==> config.mk <==
export PLATFORM = sky130hd
export DESIGN_NAME = html_whitespace_escaper_flat
export DESIGN_NICKNAME = d
export VERILOG_FILES = /design/src/rtl/core/hwe_pkg.sv /design/src/rtl/core/hwe_if.sv /design/src/rtl/core/html_whitespace_escaper.sv /design/src/flat_wrapper.sv
export SDC_FILE = /design/constraint.sdc
export NUM_CORES = 1
export LEC_CHECK = 0
export BUFFER_PORTS_ARGS = -buffer_cell sky130_fd_sc_hd__buf_2
export CORE_MARGIN = 3
export CORE_UTILIZATION = 50
export DETAILED_ROUTE_END_ITERATION = 10
export PLACE_DENSITY = 0.7
export RECOVER_POWER = 100
export SETUP_SLACK_MARGIN = 0.3
export SLEW_MARGIN = 10
export SYNTH_ARGS = -nofsm -noshare
export SYNTH_HDL_FRONTEND = slang
export SYNTH_SLANG_ARGS = --single-unit
==> constraint.sdc <==
create_clock -name clk -period 5.5 [get_ports clk]
set_input_delay 0.275 -clock clk [delete_from_list [all_inputs] [get_ports clk]]
set_output_delay 0.275 -clock clk [all_outputs]
set_load 0.01 [all_outputs]
==> src/rtl/core/hwe_pkg.sv <==
`timescale 1ns / 1ps
`default_nettype none
// ----------------------------------------------------------------------------
// hwe_pkg: shared types and constants of the whitespace escaper
// code unit constants, the nbsp entity text and the per-beat plan record
// ----------------------------------------------------------------------------
package hwe_pkg;

	localparam int TAB_SPACES_DEF = 4;
	localparam int TAB_MAX        = 8;
	localparam int RES_MAX        = 48;
	localparam int NBSP_LEN       = 6;

	typedef logic [15:0] unit_t;
	typedef logic [3:0]  ncnt_t;
	typedef logic [2:0]  chidx_t;
	typedef logic [5:0]  rcnt_t;

	localparam unit_t CH_SPACE = 16'h0020;
	localparam unit_t CH_TAB   = 16'h0009;
	localparam unit_t CH_CR    = 16'h000D;
	localparam unit_t CH_LT    = 16'h003C;
	localparam unit_t CH_GT    = 16'h003E;
	localparam unit_t CH_DQUOT = 16'h0022;
	localparam unit_t CH_SQUOT = 16'h0027;
	localparam unit_t CH_NONE  = 16'h0000;

	localparam chidx_t NBSP_LAST = 3'(NBSP_LEN - 1);

	// work left for one accepted beat
	typedef struct packed {
		ncnt_t  a_rem;
		logic   a_space;
		ncnt_t  b_rem;
		logic   b_space;
		logic   has_char;
		unit_t  char_unit;
		chidx_t k;
		rcnt_t  remaining;
		logic   last;
	} plan_t;

	function automatic unit_t nbsp_char(input chidx_t k);
		unit_t u;
		case (k)
			3'd0:    u = 16'h0026;
			3'd1:    u = 16'h006E;
			3'd2:    u = 16'h0062;
			3'd3:    u = 16'h0073;
			3'd4:    u = 16'h0070;
			3'd5:    u = 16'h003B;
			default: u = CH_NONE;
		endcase
		return u;
	endfunction

endpackage
`default_nettype wire

==> src/rtl/core/hwe_if.sv <==
`timescale 1ns / 1ps
`default_nettype none
// ----------------------------------------------------------------------------
// hwe_if: stream channels of the whitespace escaper
// input channel of code units and output channel of converted units
// ----------------------------------------------------------------------------
interface hwe_in_if;
	logic           valid;
	logic           ready;
	hwe_pkg::unit_t code_unit;
	logic           line_last;
	logic           convert_all;

	modport source (output valid, output code_unit, output line_last,
		output convert_all, input ready);
	modport sink (input valid, input code_unit, input line_last,
		input convert_all, output ready);
endinterface

interface hwe_out_if;
	logic           valid;
	logic           ready;
	hwe_pkg::unit_t out_unit;
	logic           has_unit;
	logic           run_last;
	logic           line_end;

	modport source (output valid, output out_unit, output has_unit,
		output run_last, output line_end, input ready);
	modport sink (input valid, input out_unit, input has_unit,
		input run_last, input line_end, output ready);
endinterface
`default_nettype wire

==> src/rtl/core/html_whitespace_escaper.sv <==
`timescale 1ns / 1ps
`default_nettype none
// ----------------------------------------------------------------------------
// html_whitespace_escaper: nbsp conversion of whitespace outside markup tags
// path: plan held in the sequencer stage, each result in the output register
// throughput: one beat per cycle if dst is ready and beats give <= 1 result;
//   n results of a beat (n <= 48) hold the result sequencer until all are out
// reset: tag tracking, held whitespace and all valid flags clear, line start set
// ----------------------------------------------------------------------------
module html_whitespace_escaper #(
	parameter int TAB_SPACES = hwe_pkg::TAB_SPACES_DEF
) (
	input  wire      clk,
	input  wire      arst_n,
	hwe_in_if.sink   src,
	hwe_out_if.source dst
);
	import hwe_pkg::*;

	localparam int    TabClamped = (TAB_SPACES < 1) ? 1 :
		((TAB_SPACES > TAB_MAX) ? TAB_MAX : TAB_SPACES);
	localparam ncnt_t TabExtra   = ncnt_t'(TabClamped - 1);

	// line state
	logic inside_tag_q, inside_attr_quote_q, quote_is_single_q;
	logic pending_valid_q, pending_is_tab_q, pending_was_first_q;
	logic at_line_start_q;

	// sequencer stage
	logic  valid_s1;
	plan_t plan_s1;

	// output register
	logic  out_valid_q;
	unit_t out_unit_q;
	logic  has_unit_q, run_last_q, line_end_q;

	// accept-side decode
	logic  accept, is_ws, is_tab, ext_a, ext_b;
	logic  t_tag, t_quote, t_single;
	logic  new_pending;
	plan_t plan_in;
	logic [6:0] tot;

	// sequencer
	logic  out_load, advance, finishing, nb_ph, sp_ph;
	unit_t cur_unit;
	plan_t plan_nx;

	always_comb begin
		is_ws  = (src.code_unit == CH_SPACE) || (src.code_unit == CH_TAB);
		is_tab = (src.code_unit == CH_TAB);

		t_tag    = inside_tag_q;
		t_quote  = inside_attr_quote_q;
		t_single = quote_is_single_q;
		if (inside_tag_q) begin
			if (inside_attr_quote_q) begin
				if (src.code_unit == (quote_is_single_q ? CH_SQUOT : CH_DQUOT))
					t_quote = 1'b0;
			end else if (src.code_unit == CH_DQUOT || src.code_unit == CH_SQUOT) begin
				t_quote  = 1'b1;
				t_single = (src.code_unit == CH_SQUOT);
			end else if (src.code_unit == CH_GT) begin
				t_tag = 1'b0;
			end
		end else if (src.code_unit == CH_LT) begin
			t_tag   = 1'b1;
			t_quote = 1'b0;
		end

		plan_in           = '0;
		plan_in.char_unit = src.code_unit;
		plan_in.last      = src.line_last;

		// held whitespace from the previous beat
		ext_a = is_ws || src.convert_all || pending_was_first_q;
		if (pending_valid_q) begin
			plan_in.a_rem   = (pending_is_tab_q ? TabExtra : ncnt_t'(0)) + ncnt_t'(ext_a);
			plan_in.a_space = !ext_a;
		end

		ext_b       = src.convert_all || at_line_start_q;
		new_pending = 1'b0;
		if (t_tag) begin
			plan_in.has_char = 1'b1;
		end else if (is_ws) begin
			if (src.line_last) begin
				plan_in.b_rem   = (is_tab ? TabExtra : ncnt_t'(0)) + ncnt_t'(ext_b);
				plan_in.b_space = !ext_b;
			end else begin
				new_pending = 1'b1;
			end
		end else if (src.code_unit != CH_CR) begin
			plan_in.has_char = 1'b1;
		end

		tot = 7'({plan_in.a_rem, 2'b00}) + 7'({plan_in.a_rem, 1'b0})
			+ 7'({plan_in.b_rem, 2'b00}) + 7'({plan_in.b_rem, 1'b0})
			+ 7'(plan_in.a_space) + 7'(plan_in.b_space) + 7'(plan_in.has_char);
		if (tot == 7'd0 && src.line_last)
			tot = 7'd1;
		if (tot > 7'(RES_MAX))
			tot = 7'(RES_MAX);
		plan_in.remaining = rcnt_t'(tot);
	end

	always_comb begin
		out_load  = !out_valid_q || dst.ready;
		advance   = valid_s1 && out_load;
		finishing = advance && (plan_s1.remaining == rcnt_t'(1));
		src.ready = !valid_s1 || finishing;
		accept    = src.valid && src.ready;

		nb_ph = (plan_s1.a_rem != '0) || (!plan_s1.a_space && plan_s1.b_rem != '0);
		sp_ph = !nb_ph && (plan_s1.a_space || plan_s1.b_space);
		if (nb_ph)
			cur_unit = nbsp_char(plan_s1.k);
		else if (sp_ph)
			cur_unit = CH_SPACE;
		else if (plan_s1.has_char)
			cur_unit = plan_s1.char_unit;
		else
			cur_unit = CH_NONE;

		plan_nx           = plan_s1;
		plan_nx.remaining = plan_s1.remaining - rcnt_t'(1);
		if (nb_ph) begin
			if (plan_s1.k == NBSP_LAST) begin
				plan_nx.k = '0;
				if (plan_s1.a_rem != '0)
					plan_nx.a_rem = plan_s1.a_rem - ncnt_t'(1);
				else
					plan_nx.b_rem = plan_s1.b_rem - ncnt_t'(1);
			end else begin
				plan_nx.k = plan_s1.k + chidx_t'(1);
			end
		end else if (plan_s1.a_space) begin
			plan_nx.a_space = 1'b0;
		end else if (plan_s1.b_space) begin
			plan_nx.b_space = 1'b0;
		end else begin
			plan_nx.has_char = 1'b0;
		end
	end

	always_ff @(posedge clk or negedge arst_n) begin
		if (!arst_n) begin
			inside_tag_q        <= 1'b0;
			inside_attr_quote_q <= 1'b0;
			quote_is_single_q   <= 1'b0;
			pending_valid_q     <= 1'b0;
			pending_is_tab_q    <= 1'b0;
			pending_was_first_q <= 1'b0;
			at_line_start_q     <= 1'b1;
		end else if (accept) begin
			if (src.line_last) begin
				inside_tag_q        <= 1'b0;
				inside_attr_quote_q <= 1'b0;
				quote_is_single_q   <= 1'b0;
				pending_valid_q     <= 1'b0;
				pending_is_tab_q    <= 1'b0;
				pending_was_first_q <= 1'b0;
				at_line_start_q     <= 1'b1;
			end else begin
				inside_tag_q        <= t_tag;
				inside_attr_quote_q <= t_quote;
				quote_is_single_q   <= t_single;
				pending_valid_q     <= new_pending;
				if (new_pending) begin
					pending_is_tab_q    <= is_tab;
					pending_was_first_q <= at_line_start_q;
				end
				at_line_start_q     <= 1'b0;
			end
		end
	end

	always_ff @(posedge clk or negedge arst_n) begin
		if (!arst_n) begin
			valid_s1 <= 1'b0;
		end else if (accept) begin
			valid_s1 <= (plan_in.remaining != '0);
		end else if (finishing) begin
			valid_s1 <= 1'b0;
		end
	end

	always_ff @(posedge clk) begin
		if (accept)
			plan_s1 <= plan_in;
		else if (advance)
			plan_s1 <= plan_nx;
	end

	always_ff @(posedge clk or negedge arst_n) begin
		if (!arst_n) begin
			out_valid_q <= 1'b0;
		end else if (out_load) begin
			out_valid_q <= valid_s1;
		end
	end

	always_ff @(posedge clk) begin
		if (advance) begin
			out_unit_q <= cur_unit;
			has_unit_q <= nb_ph || sp_ph || plan_s1.has_char;
			run_last_q <= (plan_s1.remaining == rcnt_t'(1));
			line_end_q <= (plan_s1.remaining == rcnt_t'(1)) && plan_s1.last;
		end
	end

	assign dst.valid    = out_valid_q;
	assign dst.out_unit = out_unit_q;
	assign dst.has_unit = has_unit_q;
	assign dst.run_last = run_last_q;
	assign dst.line_end = line_end_q;

endmodule
`default_nettype wire
==> src/flat_wrapper.sv <==
// flat-port wrapper written by rule: the top's interface ports become plain ports
module html_whitespace_escaper_flat import hwe_pkg::*;
#(
	parameter int TAB_SPACES = hwe_pkg::TAB_SPACES_DEF
)
  (clk, arst_n, src_valid, src_code_unit, src_line_last, src_convert_all, src_ready, dst_valid, dst_out_unit, dst_has_unit, dst_run_last, dst_line_end, dst_ready);
  hwe_in_if src_i ();
  hwe_out_if dst_i ();
  input  wire clk;
  input  wire arst_n;
  input wire logic [$bits(src_i.valid)-1:0] src_valid;
  input wire logic [$bits(src_i.code_unit)-1:0] src_code_unit;
  input wire logic [$bits(src_i.line_last)-1:0] src_line_last;
  input wire logic [$bits(src_i.convert_all)-1:0] src_convert_all;
  output wire logic [$bits(src_i.ready)-1:0] src_ready;
  output wire logic [$bits(dst_i.valid)-1:0] dst_valid;
  output wire logic [$bits(dst_i.out_unit)-1:0] dst_out_unit;
  output wire logic [$bits(dst_i.has_unit)-1:0] dst_has_unit;
  output wire logic [$bits(dst_i.run_last)-1:0] dst_run_last;
  output wire logic [$bits(dst_i.line_end)-1:0] dst_line_end;
  input wire logic [$bits(dst_i.ready)-1:0] dst_ready;
  assign src_i.valid = src_valid;
  assign src_i.code_unit = src_code_unit;
  assign src_i.line_last = src_line_last;
  assign src_i.convert_all = src_convert_all;
  assign src_ready = src_i.ready;
  assign dst_valid = dst_i.valid;
  assign dst_out_unit = dst_i.out_unit;
  assign dst_has_unit = dst_i.has_unit;
  assign dst_run_last = dst_i.run_last;
  assign dst_line_end = dst_i.line_end;
  assign dst_i.ready = dst_ready;
  html_whitespace_escaper #(.TAB_SPACES(TAB_SPACES)) u_core (.clk(clk), .arst_n(arst_n), .src(src_i), .dst(dst_i));
endmodule
==> results.md <==
| Step | Parameter | Value |
|:---|:---|:---|
| clocking | Clock buffer count from CTS | 9 |
| synth | Register bit count reported by yosys | 65 |
| critical path | Required time of the critical path | 5.66 ns |
| synth | Async set-or-reset flop fraction in the synthesized netlist | 13.8% |
| drt | WL final | 7.48 mm |
| finish | Post-Layout Cell Count | 483 |
| die | Top-level port count | 43 |
| sta | Final hold viol count | 0 |
| grt | Maximum number of pins on one net before global-route repair | 30 |
| synth | Synth Warn # | 0 |
| clocking | TritonCTS clock tree | yes |
| clocking | TritonCTS sink count | 65 |
| critical path | Top fanout value on the critical path | 8 |
| die | Die Outline Area | 8520 um^2 |
| critical path | Arrival time of the worst setup path | 5.01 ns |
| synth | Post-synthesis compound-gate area fraction | 12.0% |
| finish | Ant diodes | 0 |
| die | Effective utilization at floorplan | 53.1% |
| status | Result of the run | completed |
| drt | Drc violations | 0 |
| synth | Simple-gate share of the synthesized area | 20.9% |
| synth | Number of distinct library cell variants in the gate-level netlist after synthesis | 66 |
| sta | Setup-failing EPs final | 0 |
| synth | Mapped Nets | 382 |
| placed design | Number of port buffers | 42 |
| synth | Combined area of all synthesized cells | 3730 um^2 |
| grt | Global route total overflow | 0 |
| clocking | Maximum level of the CTS H-tree | 3 |
| pwr | Worst IR drop on VDD | 0.178 mV |
| clocking | Root buffer cell | clkbuf_8 |
| synth | Register area share after synthesis | 50.4% |
| sta | Final hold slack | 0.237 ns |
| sta | Max-slew headroom | 27.8% |
| clocking | Buffer count from post-CTS setup fixing | 0 |
| die | Overall die width | 92.3 um |
| critical path | Worst setup EP type | flip-flop |
| clocking | Clock network latency to the later pin of the worst-skew pair | 0.34 ns |
| sta | Pins Over Slew Limit | 0 |
| placed design | Post-detail-place hpwl | 5.55 mm |
| sta | Min Tclk post-route | 4.84 ns |
| grt | Wire length of the first global-routing pass | 12.8 mm |
| synth | Largest family of logic cells by synthesized area | simple AND/OR/NAND/NOR gates |
| synth | Post-synthesis xor/xnor area fraction | 2.35% |
| drt | Routed vias/inst | 5.57 |
| synth | Mux contribution to synthesized area | 0.537% |
| sta | Clock Skews | 0.00936 ns |
| synth | Avg Synthesized Cell Area | 11.1 um^2 |
| drt | Number of DRC markers in iteration 0 | 196 |
| synth | Synthesized instance count | 336 |
| synth | Synthesized-area fraction occupied by adder cells | 9.47% |
| finish | Layout Area Growth over Synthesis | 12.2% |
| clocking | Clock Pin Slew Worst Setup and Hold Paths | 0.07 ns |
| placed design | Placed cells | 466 |
| hold path | Type of the tightest min-delay check | in2reg |
| die | Die boundary height | 92.3 um |
| grt | Vias in the first global route | 2,577 |
| sta | Unrepaired setup endpoints after global routing | false |
| synth | Number of enable flip-flop cells after synthesis | 53 |
| finish | Layout cells sized above 1 | 13.2% |
| sta | Post-route clock period utilization | 88.1% |
| clocking | Maximum clock path buffer count | 2 |
| drt | Remaining antenna violation count after routing | 0 |
| sta | Achievable Freq | 0.206 GHz |
| placed design | Final RePlAce weighted congestion | 0.887 |
| grt | Total GRT Usage | 19.0% |
| drt | Mean routed wirelength per cell | 15.5 um |
| job | Reported max-cap violation count | 0 |
| pwr | Static leakage | 1.70 nW |
| critical path | Setup CP Type | in2reg |
| finish | Net count, final | 428 |
| pwr | PD cells | 304 nW/um^2 |
| die | Area of the core | 7020 um^2 |
| critical path | Crit start category | primary input |
| grt | Initial antenna violation count | 0 |
| drt | Routed vias | 2,692 |
| sta | Post-route setup TNS | 0 ns |
| die | Site row count | 30 |
| synth | Dominant synthesized flop cell | edfxtp_1 |
| drt | Number of optimization iterations in the first detailed-route pass | 5 |
| sta | Slew @ Worst Pin | 1.08 ns |
## flip-flops by register name (all words and copies together) (netlist names)
name,count
u_core.pending_is_tab_q,1
u_core.plan_nx,17
u_core.dst.valid,1
u_core.dst.line_end,1
u_core.pending_valid_q,1
u_core.pending_was_first_q,1
u_core.dst.run_last,1
u_core.quote_is_single_q,1
u_core.dst.has_unit,1
u_core.at_line_start_q,1
u_core.valid_s1,1
u_core.inside_tag_q,1
u_core.dst.out_unit,16
u_core.plan_s1,20
u_core.inside_attr_quote_q,1
## worst paths after layout
kind                                             from                 endpoint  slack [ns]  depth (start not counted)
setup / recovery                     src_code_unit[0]        u_core.plan_s1[4]        0.66                         17
hold / removal                              dst_ready         u_core.dst.valid        0.24                          3
setup reg to reg           u_core.pending_was_first_q        u_core.plan_s1[4]        1.02                         14
hold reg to reg                    u_core.plan_nx[25]  u_core.dst.out_unit[15]        0.52                          1
max in group asynchronous                      arst_n   u_core.at_line_start_q        4.68                          2
min in group asynchronous                      arst_n      u_core.inside_tag_q        0.44                          2
## report_power, final
| group | switching [W] | internal (W) | leakage (nW) | total, W |
|---|---|---|---|---|
| registers | 0.0000358 | 0.000601 | 0.632 | 0.000637 |
| clock network | 0.000198 | 0.000213 | 0.100 | 0.000411 |
| logic | 0.000132 | 0.0000905 | 0.965 | 0.000222 |
| total | 0.000365 | 0.000905 | 1.70 | 0.00127 |
## layer usage
metal / wire length [um] / GRT usage [%] / vias up
li1: - / - / 1322
met1: 3580 / 27.6 / 1284
met2: 3460 / 28.5 / 76
met3: 359 / 4.06 / 10
met4: 93 / 6.19 / 0
met5: 0 / 0 / -
## through the flow
stage | total power, W | setup slack [ns] | cell area [um^2] | utilization [%]
finish | 0.00127 | 0.656 | 4180 | 59.6
global route | 0.00134 | 0.351 | 4180 | 59.6
CTS | 0.00128 | 0.734 | 4230 | 60.3
detailed placement | 0.000874 | 0.421 | 4020 | 57.3
global placement | 0.000868 | 0.512 | 4020 | 57.3
floorplan | 0.000799 | 0.921 | 3730 | -
## cell families after synthesis
group                      Yosys count
buffers and inverters               40
AOI/OAI and AO/OA                   64
and+or+nand+nor                    131
muxes                                2
adders and majority gates           24
xor gates and xnor gates            10
DFF                                 65
## cell type report
| cell class | count | area (um^2) |
|---|---|---|
| fillers | 605 | 2840 |
| multi-input cells | 231 | 1670 |
| inverters | 30 | 113 |
| flip-flops and latches | 65 | 1880 |
| clock buffers | 9 | 124 |
| repair buffers | 45 | 200 |
| well taps | 96 | 120 |
| clock inverters | 7 | 77.6 |
## synthesized netlist by cell type (2+ instances only)
cell type	instances	share of area, %
a211oi_1	2	0.40
a21oi_1	14	1.9
a31oi_1	3	0.50
and2_1	12	2.0
and2b_2	2	0.47
and3_1	19	3.2
and3_2	2	0.40
clkbuf_1	7	0.71
dfrtp_1	8	5.4
dfxtp_1	3	1.6
edfxtp_1	53	43
fa_1	7	3.8
ha_1	17	5.7
inv_1	29	2.9
mux2i_1	2	0.54
nand2_1	20	2.0
nand2b_1	6	1.0
nand3_1	9	1.2
nand3b_1	3	0.60
nand4_1	4	0.67
nor2_1	19	1.9
nor2b_1	4	0.67
nor3_1	7	0.94
nor3b_1	3	0.60
nor4_1	3	0.50
nor4b_1	3	0.71
o21a_1	3	0.60
o21ai_0	18	2.4
o22ai_1	4	0.67
o2bb2ai_1	2	0.47
o31ai_1	2	0.40
or2_2	2	0.34
or3_1	3	0.50
xnor2_1	6	1.4
xor2_1	4	0.94
## cells in the final DEF, fill, tap and decap left out, drive strengths merged, types with 4 or more instances in the layout
cell type,Yosys,routed
and3,21,21
nand3,9,9
edfxtp,53,53
nor3,7,7
nor2,19,19
dfrtp,8,8
xnor2,6,6
nand2,20,20
nor2b,4,4
nand2b,6,6
nand4,4,4
buf,1,20
inv,30,32
xor2,4,4
a21oi,14,14
o22ai,4,4
clkbuf,9,33
fa,7,7
ha,17,17
and2,12,12
o21ai,19,19
## critical path, cell delays in order
cell and delay [ns]:
buf_2 0.14, or3b_4 0.44, a2111oi_4 0.47, a211oi_1 0.21, ha_1 0.30, nand2b_1 0.20
fa_1 0.56, inv_1 0.05, fa_1 0.45, ha_1 0.23, inv_1 0.07, fa_1 0.17
nor2b_1 0.07, or4_1 0.40, o31ai_1 0.48, o21ai_0 0.22, o22ai_1 0.25
## repair_timing
item,4_1_cts,5_1_grt
hold endpoints to repair,8,0
resized for setup,0,0
hold buffers,1,0
Power figures use the tool's default switching activity.
